==> config.mk <==
export PLATFORM = sky130hd
export DESIGN_NAME = bit_sliced_add_sub_compare_flat
export DESIGN_NICKNAME = d
export VERILOG_FILES = /design/src/bsasc_pkg.sv /design/src/bsasc_req_if.sv /design/src/bsasc_rsp_if.sv /design/src/bit_sliced_add_sub_compare.sv /design/src/bsasc_core.sv /design/src/bsasc_out_queue.sv /design/src/flat_wrapper.sv
export SDC_FILE = /design/constraint.sdc
export NUM_CORES = 2
export LEC_CHECK = 0
export ABC_AREA = 1
export BUFFER_PORTS_ARGS = -buffer_cell sky130_fd_sc_hd__buf_2
export CORE_UTILIZATION = 62
export DETAILED_ROUTE_END_ITERATION = 8
export HOLD_SLACK_MARGIN = 0.08
export PLACE_DENSITY = 0.89
export SYNTH_ARGS = -nofsm -noshare
export SYNTH_HDL_FRONTEND = slang
export SYNTH_SLANG_ARGS = --single-unit
==> constraint.sdc <==
create_clock -name clk -period 5.1 [get_ports clk]
set_clock_uncertainty 0.15 [all_clocks]
set_input_delay 0.765 -clock clk [delete_from_list [all_inputs] [get_ports clk]]
set_output_delay 0.765 -clock clk [all_outputs]
set_load 0.02 [all_outputs]
==> src/bsasc_pkg.sv <==
// Shared types and constants for the bit-sliced add/sub/compare engine.
package bsasc_pkg;

  localparam int LANES  = 64;
  localparam int WORD_W = 64;
  localparam int CMD_W  = 3;
  localparam int QDEPTH = 4;
  localparam int QPTR_W = $clog2(QDEPTH);
  localparam int QCNT_W = $clog2(QDEPTH + 1);

  localparam logic [WORD_W-1:0] LANE_MASK = {WORD_W{1'b1}} >> (WORD_W - LANES);

  typedef enum logic [CMD_W-1:0] {
    CMD_ADD = 3'd0,
    CMD_SUB = 3'd1,
    CMD_LT  = 3'd2,
    CMD_GT  = 3'd3,
    CMD_LE  = 3'd4,
    CMD_GE  = 3'd5,
    CMD_EQ  = 3'd6,
    CMD_NE  = 3'd7
  } cmd_t;

  typedef struct packed {
    logic [WORD_W-1:0] word;
    logic              last;
  } result_t;

  // Up to two results per request; v1 only with v0.
  typedef struct packed {
    logic    v0;
    logic    v1;
    result_t r0;
    result_t r1;
  } push_t;

endpackage

==> src/bsasc_req_if.sv <==
// Request channel: one bit slice of each operand plus command.
interface bsasc_req_if;
  logic                          valid;
  logic                          ready;
  logic [bsasc_pkg::CMD_W-1:0]   cmd;
  logic [bsasc_pkg::WORD_W-1:0]  a_slice;
  logic [bsasc_pkg::WORD_W-1:0]  b_slice;
  logic                          last_slice;

  modport source (output valid, cmd, a_slice, b_slice, last_slice, input ready);
  modport sink   (input valid, cmd, a_slice, b_slice, last_slice, output ready);
endinterface

==> src/bsasc_rsp_if.sv <==
// Result channel: result slice or bitmap plus final marker.
interface bsasc_rsp_if;
  logic                          valid;
  logic                          ready;
  logic [bsasc_pkg::WORD_W-1:0]  result_word;
  logic                          result_last;

  modport source (output valid, result_word, result_last, input ready);
  modport sink   (input valid, result_word, result_last, output ready);
endinterface

==> src/bit_sliced_add_sub_compare.sv <==
// Top level of the bit-sliced add/sub/compare engine.
// Usage:
//   req carries one bit slice of A and B per request (bit p = row position p),
//   a command and last_slice. Add/sub and lt/gt/le/ge stream slices LSB
//   first; eq/ne in any order. Pad the shorter operand with zeros.
//   rsp gives: add -> one sum slice per request plus a carry slice after the
//   last one; sub -> one difference slice per request, result_last on the
//   last; comparisons -> one bitmap with result_last on the last request.
//   Order: a request is registered in the input register, then its results
//   are written into the result queue that drives rsp; the carry slice of
//   an add follows its last sum slice in the queue.
//   Throughput: one request per cycle while the result queue has room; set
//   by the carry and accumulator loop in the slice datapath. An add's last
//   slice yields two results, so rsp drains at one per cycle while ready.
//   Reset (rst, synchronous) clears the accumulators and empties the result
//   queue. The accumulators clear after every last slice.
//   When rsp stalls, results wait in a four-entry queue; the input register
//   holds its request until the queue has room for two results, and req.ready
//   drops only then.
module bit_sliced_add_sub_compare (
  input  logic         clk,
  input  logic         rst,
  bsasc_req_if.sink    req,
  bsasc_rsp_if.source  rsp
);

  logic                          s1_valid;
  logic [bsasc_pkg::CMD_W-1:0]   s1_cmd;
  logic [bsasc_pkg::WORD_W-1:0]  s1_a;
  logic [bsasc_pkg::WORD_W-1:0]  s1_b;
  logic                          s1_last;
  logic                          has_room;
  logic                          s1_fire;
  logic                          req_take;
  bsasc_pkg::push_t              push;

  assign s1_fire   = s1_valid && has_room;
  assign req.ready = !s1_valid || s1_fire;
  assign req_take  = req.valid && req.ready;

  always_ff @(posedge clk) begin
    if (rst) begin
      s1_valid <= 1'b0;
    end else if (req.ready) begin
      s1_valid <= req.valid;
    end
  end

  always_ff @(posedge clk) begin
    if (req_take) begin
      s1_cmd  <= req.cmd;
      s1_a    <= req.a_slice;
      s1_b    <= req.b_slice;
      s1_last <= req.last_slice;
    end
  end

  bsasc_core u_core (
    .clk        (clk),
    .rst        (rst),
    .fire       (s1_fire),
    .cmd        (s1_cmd),
    .a_slice    (s1_a),
    .b_slice    (s1_b),
    .last_slice (s1_last),
    .push       (push)
  );

  bsasc_out_queue u_queue (
    .clk      (clk),
    .rst      (rst),
    .push     (push),
    .has_room (has_room),
    .rsp      (rsp)
  );

endmodule

==> src/bsasc_core.sv <==
// Per-lane slice datapath: carry/borrow and comparison accumulators.
module bsasc_core (
  input  logic                          clk,
  input  logic                          rst,
  input  logic                          fire,
  input  logic [bsasc_pkg::CMD_W-1:0]   cmd,
  input  logic [bsasc_pkg::WORD_W-1:0]  a_slice,
  input  logic [bsasc_pkg::WORD_W-1:0]  b_slice,
  input  logic                          last_slice,
  output bsasc_pkg::push_t              push
);

  logic [bsasc_pkg::WORD_W-1:0] carry_or_borrow, carry_or_borrow_next;
  logic [bsasc_pkg::WORD_W-1:0] less_acc, greater_acc;
  logic [bsasc_pkg::WORD_W-1:0] a_any_acc, b_any_acc, diff_acc;

  logic [bsasc_pkg::WORD_W-1:0] a, b, x, lt, gt, anz, bnz, dif, eq, bitmap;
  bsasc_pkg::cmd_t              op;

  always_comb begin
    op  = bsasc_pkg::cmd_t'(cmd);
    a   = a_slice & bsasc_pkg::LANE_MASK;
    b   = b_slice & bsasc_pkg::LANE_MASK;
    x   = a ^ b;
    lt  = ((b | less_acc) & ~a) | (b & less_acc);
    gt  = ((a | greater_acc) & ~b) | (a & greater_acc);
    anz = a_any_acc | a;
    bnz = b_any_acc | b;
    dif = diff_acc | x;
    eq  = anz & bnz & ~dif;

    case (op)
      bsasc_pkg::CMD_LT: bitmap = lt;
      bsasc_pkg::CMD_GT: bitmap = gt;
      bsasc_pkg::CMD_LE: bitmap = lt | eq;
      bsasc_pkg::CMD_GE: bitmap = gt | eq;
      bsasc_pkg::CMD_EQ: bitmap = eq;
      default:           bitmap = anz & bnz & dif;
    endcase

    carry_or_borrow_next = carry_or_borrow;
    push.v0      = 1'b0;
    push.v1      = 1'b0;
    push.r0.word = bitmap;
    push.r0.last = 1'b1;
    push.r1.word = carry_or_borrow_next;
    push.r1.last = 1'b1;

    case (op)
      bsasc_pkg::CMD_ADD: begin
        carry_or_borrow_next = (a & b) | (x & carry_or_borrow);
        push.v0      = fire;
        push.v1      = fire & last_slice;
        push.r0.word = x ^ carry_or_borrow;
        push.r0.last = 1'b0;
        push.r1.word = carry_or_borrow_next;
      end
      bsasc_pkg::CMD_SUB: begin
        carry_or_borrow_next = ((~a & b) | (~x & carry_or_borrow)) & bsasc_pkg::LANE_MASK;
        push.v0      = fire;
        push.r0.word = x ^ carry_or_borrow;
        push.r0.last = last_slice;
      end
      default: begin
        push.v0 = fire & last_slice;
      end
    endcase
  end

  always_ff @(posedge clk) begin
    if (rst || (fire && last_slice)) begin
      carry_or_borrow <= '0;
      less_acc        <= '0;
      greater_acc     <= '0;
      a_any_acc       <= '0;
      b_any_acc       <= '0;
      diff_acc        <= '0;
    end else if (fire) begin
      carry_or_borrow <= carry_or_borrow_next;
      less_acc        <= lt;
      greater_acc     <= gt;
      a_any_acc       <= anz;
      b_any_acc       <= bnz;
      diff_acc        <= dif;
    end
  end

endmodule

==> src/bsasc_out_queue.sv <==
// Small result queue: takes up to two results a cycle, gives one while rsp is ready.
module bsasc_out_queue (
  input  logic                          clk,
  input  logic                          rst,
  input  bsasc_pkg::push_t              push,
  output logic                          has_room,
  bsasc_rsp_if.source                   rsp
);

  bsasc_pkg::result_t               mem [bsasc_pkg::QDEPTH];
  logic [bsasc_pkg::QPTR_W-1:0]     head, tail;
  logic [bsasc_pkg::QCNT_W-1:0]     count, count_next;
  logic                             pop;
  logic [bsasc_pkg::QPTR_W-1:0]     tail_plus1;

  // room for two results regardless of this cycle's pop
  assign has_room   = count <= bsasc_pkg::QCNT_W'(bsasc_pkg::QDEPTH - 2);
  assign pop        = rsp.valid && rsp.ready;
  assign tail_plus1 = tail + 1'b1;

  assign rsp.valid       = count != '0;
  assign rsp.result_word = mem[head].word;
  assign rsp.result_last = mem[head].last;

  always_comb begin
    count_next = count + bsasc_pkg::QCNT_W'(push.v0) + bsasc_pkg::QCNT_W'(push.v1)
               - bsasc_pkg::QCNT_W'(pop);
  end

  always_ff @(posedge clk) begin
    if (push.v0) begin
      mem[tail] <= push.r0;
    end
    if (push.v1) begin
      mem[tail_plus1] <= push.r1;
    end
  end

  always_ff @(posedge clk) begin
    if (rst) begin
      head  <= '0;
      tail  <= '0;
      count <= '0;
    end else begin
      count <= count_next;
      if (pop) begin
        head <= head + 1'b1;
      end
      if (push.v1) begin
        tail <= tail + 2'd2;
      end else if (push.v0) begin
        tail <= tail_plus1;
      end
    end
  end

endmodule

==> src/flat_wrapper.sv <==
// flat-port wrapper written by rule: the top's interface ports become plain ports
module bit_sliced_add_sub_compare_flat 
  (clk, rst, req_valid, req_cmd, req_a_slice, req_b_slice, req_last_slice, req_ready, rsp_valid, rsp_result_word, rsp_result_last, rsp_ready);
  bsasc_req_if req_i ();
  bsasc_rsp_if rsp_i ();
  input  logic clk;
  input  logic rst;
  input wire logic [$bits(req_i.valid)-1:0] req_valid;
  input wire logic [$bits(req_i.cmd)-1:0] req_cmd;
  input wire logic [$bits(req_i.a_slice)-1:0] req_a_slice;
  input wire logic [$bits(req_i.b_slice)-1:0] req_b_slice;
  input wire logic [$bits(req_i.last_slice)-1:0] req_last_slice;
  output wire logic [$bits(req_i.ready)-1:0] req_ready;
  output wire logic [$bits(rsp_i.valid)-1:0] rsp_valid;
  output wire logic [$bits(rsp_i.result_word)-1:0] rsp_result_word;
  output wire logic [$bits(rsp_i.result_last)-1:0] rsp_result_last;
  input wire logic [$bits(rsp_i.ready)-1:0] rsp_ready;
  assign req_i.valid = req_valid;
  assign req_i.cmd = req_cmd;
  assign req_i.a_slice = req_a_slice;
  assign req_i.b_slice = req_b_slice;
  assign req_i.last_slice = req_last_slice;
  assign req_ready = req_i.ready;
  assign rsp_valid = rsp_i.valid;
  assign rsp_result_word = rsp_i.result_word;
  assign rsp_result_last = rsp_i.result_last;
  assign rsp_i.ready = rsp_ready;
  bit_sliced_add_sub_compare u_core (.clk(clk), .rst(rst), .req(req_i), .rsp(rsp_i));
endmodule
==> flow_results.xml <==
<?xml version="1.0" encoding="UTF-8"?>
<metrics>
  <group name="yosys">
    <metric name="synthTopCellsByCount" unit="">sky130_fd_sc_hd__nand2_1 (2012), sky130_fd_sc_hd__inv_1 (589), sky130_fd_sc_hd__a21oi_1 (580), sky130_fd_sc_hd__dfxtp_1 (398), sky130_fd_sc_hd__edfxtp_1 (388)</metric>
    <metric name="synth_nets" unit="">5798</metric>
    <metric name="yosysTopAreaCellShare" unit="">0.276</metric>
    <metric name="synth.lib_cells_used.distinct" unit="">30</metric>
    <metric name="ys_ff_latch" unit="">786</metric>
    <metric name="synth.area.top_cells" unit="">sky130_fd_sc_hd__edfxtp_1 (28%), sky130_fd_sc_hd__dfxtp_1 (19%), sky130_fd_sc_hd__nand2_1 (18%), sky130_fd_sc_hd__a21oi_1 (6.9%), sky130_fd_sc_hd__fa_1 (6.2%)</metric>
    <metric name="synth_enable_flop_cells" unit="">388</metric>
    <metric name="synth_seq_area_share" unit="">0.466</metric>
    <metric name="synth_async_sr_flop_share" unit="">0</metric>
    <metric name="postSynthAreaPerCell" unit="sq um">7.72</metric>
    <metric name="ys.warnings.count" unit="">0</metric>
    <metric name="syn-instance-count" unit="">5462</metric>
    <metric name="synth_top_area_cell" unit="">sky130_fd_sc_hd__edfxtp_1</metric>
    <metric name="syn_area" unit="sq um">42100</metric>
    <metric name="synthMostInstantiatedCell" unit="">sky130_fd_sc_hd__nand2_1</metric>
    <metric name="ys_dominant_reg_cell" unit="">sky130_fd_sc_hd__dfxtp_1</metric>
  </group>
  <group name="floorplanning">
    <metric name="design.die.area" unit="sq um">69000</metric>
    <metric name="initial_utilization" unit="">0.628</metric>
    <metric name="row_count" unit="">95</metric>
    <metric name="core" unit="sq um">67200</metric>
    <metric name="num_io_pins" unit="">203</metric>
    <metric name="horizontal_die_dimension" unit="um">263</metric>
    <metric name="die_height" unit="um">263</metric>
  </group>
  <group name="placement">
    <metric name="finalWeightedCongestion" unit="">0.832</metric>
    <metric name="dp_slack" unit="ps">1520</metric>
    <metric name="place_area" unit="sq um">43300</metric>
    <metric name="portBuffers" unit="">202</metric>
    <metric name="hpwl" unit="mm">64.2</metric>
  </group>
  <group name="global_route">
    <metric name="grt_util_all_layers" unit="">0.309</metric>
    <metric name="via_count_of_the_first_global_routing_pass" unit="">35000</metric>
    <metric name="antenna_violations_before_repair" unit="">3</metric>
    <metric name="grt_first_pass_wirelength" unit="mm">174</metric>
    <metric name="grt_max_degree" unit="">198</metric>
    <metric name="grt_overflow_total" unit="">0</metric>
  </group>
  <group name="sta">
    <metric name="layout_worst_path_cycle_share" unit="">0.819</metric>
    <metric name="grt_setup_unrepaired" unit="">false</metric>
    <metric name="post-route-worst-setup-slack" unit="ps">923</metric>
    <metric name="finalSetupViolations" unit="">0</metric>
    <metric name="worst_max_slew_pin_slew" unit="ps">1210</metric>
    <metric name="maxSlewHeadroom" unit="">0.195</metric>
    <metric name="hold_viol" unit="">0</metric>
    <metric name="maximum_achievable_frequency" unit="MHz">239</metric>
    <metric name="finalWorstPathRequiredPeriod" unit="ps">4180</metric>
    <metric name="fin_setup_tns" unit="ps">0</metric>
    <metric name="final-max-slew-violation-count" unit="">0</metric>
  </group>
  <group name="worst_setup_path">
    <metric name="critical_path.max_fanout" unit="">78</metric>
    <metric name="crit_path_end_kind" unit="">output pin</metric>
    <metric name="startpoint_type" unit="">flip-flop</metric>
    <metric name="cp_data_required_time" unit="ps">4180</metric>
    <metric name="cp_data_arrival_time" unit="ps">3260</metric>
    <metric name="critical_path.slowest_cell" unit="">sky130_fd_sc_hd__buf_4</metric>
    <metric name="crit_path_cell_trace" unit="">buf_4 -&gt; o21ai_0 -&gt; o22ai_1 -&gt; buf_2</metric>
    <metric name="timing_worst_setup_path_type" unit="">flip-flop to output pin</metric>
    <metric name="slowest_delay" unit="ps">770</metric>
  </group>
  <group name="run_status">
    <metric name="violations" unit="">design-rule violations</metric>
    <metric name="run_status" unit="">complete, but fails checks</metric>
  </group>
  <group name="cts">
    <metric name="post_cts_hold_buffer_count" unit="">0</metric>
    <metric name="cts.sink_count" unit="">786</metric>
    <metric name="tritoncts" unit="">done</metric>
    <metric name="clock_tree.root_cell" unit="">sky130_fd_sc_hd__clkbuf_16</metric>
    <metric name="cts-buffers-inserted" unit="">83</metric>
    <metric name="htreeDepth" unit="">3</metric>
    <metric name="post_cts_resize_count" unit="">0</metric>
    <metric name="clk-insertion-delay-late" unit="ps">650</metric>
    <metric name="clock_tree.buffer_depth" unit="">3</metric>
    <metric name="cts_setup_buffers" unit="">0</metric>
    <metric name="clk_pin_slew" unit="ps">60</metric>
  </group>
  <group name="final_layout">
    <metric name="final_layout_size_suffix_gt1_frac" unit="">0.0804</metric>
    <metric name="finish.instance_area" unit="sq um">46000</metric>
    <metric name="finalNetCount" unit="">5828</metric>
    <metric name="antenna_cells" unit="">0</metric>
    <metric name="layout-area-overhead-vs-synth" unit="%">9.20</metric>
    <metric name="fillerInstances" unit="">4938</metric>
  </group>
  <group name="routing">
    <metric name="wl" unit="mm">109</metric>
    <metric name="remaining_drc_errors" unit="">1</metric>
    <metric name="drt_first_iter_violations" unit="">3998</metric>
    <metric name="post_drt_via_cell_ratio" unit="">5.72</metric>
    <metric name="ant_nets" unit="">0</metric>
    <metric name="firstDrtPassIters" unit="">9</metric>
    <metric name="wire_per_inst" unit="um">17.0</metric>
    <metric name="route.vias.total" unit="">36800</metric>
  </group>
  <group name="flow_run">
    <metric name="timing.max_cap.violations" unit="">0</metric>
  </group>
  <group name="power">
    <metric name="fin_total_pwr" unit="uW">18400</metric>
    <metric name="ir_worst_vdd" unit="mV">0.285</metric>
    <metric name="power.density_cell_area" unit="nW/um^2">400</metric>
    <metric name="static_leakage" unit="uW">0.0188</metric>
  </group>
  <group name="hold_path">
    <metric name="worst_hold_path_type" unit="">primary input to flip-flop</metric>
  </group>
</metrics>
-- layout by cell type (no fill, tap or decap), types with 2 or more instances in the layout --
| cell | synthesis | routed |
|---|---|---|
| sky130_fd_sc_hd__nand2_1 | 2012 | 2002 |
| sky130_fd_sc_hd__inv_1 | 589 | 585 |
| sky130_fd_sc_hd__a21oi_1 | 580 | 580 |
| sky130_fd_sc_hd__dfxtp_1 | 398 | 396 |
| sky130_fd_sc_hd__edfxtp_1 | 388 | 388 |
| sky130_fd_sc_hd__nor2_1 | 333 | 333 |
| sky130_fd_sc_hd__o21ai_0 | 261 | 261 |
| sky130_fd_sc_hd__nand3_1 | 218 | 218 |
| sky130_fd_sc_hd__buf_2 | 124 | 202 |
| sky130_fd_sc_hd__fa_1 | 130 | 130 |
| sky130_fd_sc_hd__clkbuf_16 | 0 | 87 |
| sky130_fd_sc_hd__ha_1 | 70 | 70 |
| sky130_fd_sc_hd__o22ai_1 | 65 | 65 |
| sky130_fd_sc_hd__or2_2 | 63 | 63 |
| sky130_fd_sc_hd__a21boi_0 | 50 | 50 |
| sky130_fd_sc_hd__clkbuf_1 | 110 | 22 |
| sky130_fd_sc_hd__clkinv_2 | 0 | 14 |
| sky130_fd_sc_hd__buf_4 | 20 | 14 |
| sky130_fd_sc_hd__nand2_4 | 2 | 11 |
| sky130_fd_sc_hd__clkbuf_8 | 0 | 11 |
| sky130_fd_sc_hd__clkinv_1 | 0 | 11 |
| sky130_fd_sc_hd__nor2_4 | 8 | 8 |
| sky130_fd_sc_hd__buf_12 | 0 | 8 |
| sky130_fd_sc_hd__inv_2 | 6 | 6 |
| sky130_fd_sc_hd__clkinv_8 | 0 | 4 |
| sky130_fd_sc_hd__bufinv_16 | 0 | 3 |
| sky130_fd_sc_hd__nand2_8 | 0 | 2 |
-- area by class of cell --
| type | instances | area [sq um] | area share |
|---|---|---|---|
| timing repair buffer | 224 | 1280 | 0.0277 |
| clock buffer | 121 | 2420 | 0.0525 |
| inverter | 595 | 2250 | 0.0489 |
| tap | 873 | 1090 | 0.0237 |
| multi-input combinational | 3802 | 19100 | 0.415 |
| sequential | 786 | 19600 | 0.426 |
| clock inverter | 33 | 278 | 0.00604 |
-- critical path, delay by kind of cell, from the launching register on --
family	cells	cell delay [ps]
AOI/OAI and AO/OA	2	770
DFF	1	750
buffers and inverters	2	1050
-- cells by family (layout without fill, tap and decap cells) --
family                   count (synthesis)  after routing  synth area share
flip-flops                             786            786             0.466
AND/OR/NAND/NOR                       2643           2643             0.249
buffers and inverters                  874            973            0.0844
AO/OA/AOI/OAI                          958            958             0.119
XOR/XNOR                                 1              1          0.000208
adder cells (fa/ha/maj)                200            200            0.0825
-- state kept, by name, indices dropped and copies added, names as in the netlist, named ones only --
signal                         count
u_core.u_queue.tail                2
u_core.u_core.greater_acc         64
u_core.s1_b                       64
u_core.u_core.a_any_acc           64
u_core.s1_a                       64
u_core.u_queue.head                2
u_core.u_core.b_any_acc           64
u_core.u_core.diff_acc            64
u_core.s1_valid                    1
u_core.u_queue.mem               260
u_core.u_core.carry_or_borrow     64
u_core.s1_cmd                      3
u_core.u_queue.count               3
u_core.u_core.less_acc            64
u_core.s1_last                     1
-- per-stage QoR --
step | hold slack (ps) | std cells | util
after floorplan | 274 | 5462 | -
after global placement | 283 | 6280 | 0.645
after detailed placement | 290 | 6280 | 0.645
after CTS | 114 | 6434 | 0.685
after global routing | 121 | 6434 | 0.685
final | 131 | 6434 | 0.685
-- where the power goes --
part / total (uW) / switching, uW / internal (uW)
Sequential: 7740 / 469 / 7270
Combinational: 4680 / 3370 / 1320
Clock: 6000 / 2550 / 3450
Total: 18400 / 6390 / 12000
-- final timing paths --
path,start,to,slack (ps),cells past startpoint
setup / recovery,flip-flop,rsp_result_word[51],920,4
hold / removal,req_b_slice[14],u_core.s1_b[14],130,1
setup reg to reg,u_core.s1_cmd[2],u_core.u_queue.mem[2][40],1380,8
hold reg to reg,u_core.u_core.diff_acc[63],u_core.u_core.diff_acc[63],290,2
-- routing by layer --
metal | vias up | wire, um | track usage
met5 | - | 13 | 0
met4 | 2 | 3930 | 0.132
met3 | 289 | 11600 | 0.0627
met2 | 2028 | 52700 | 0.520
met1 | 17200 | 40900 | 0.386
li1 | 17300 | - | -
Note: power is estimated with default switching activity, not from simulation.
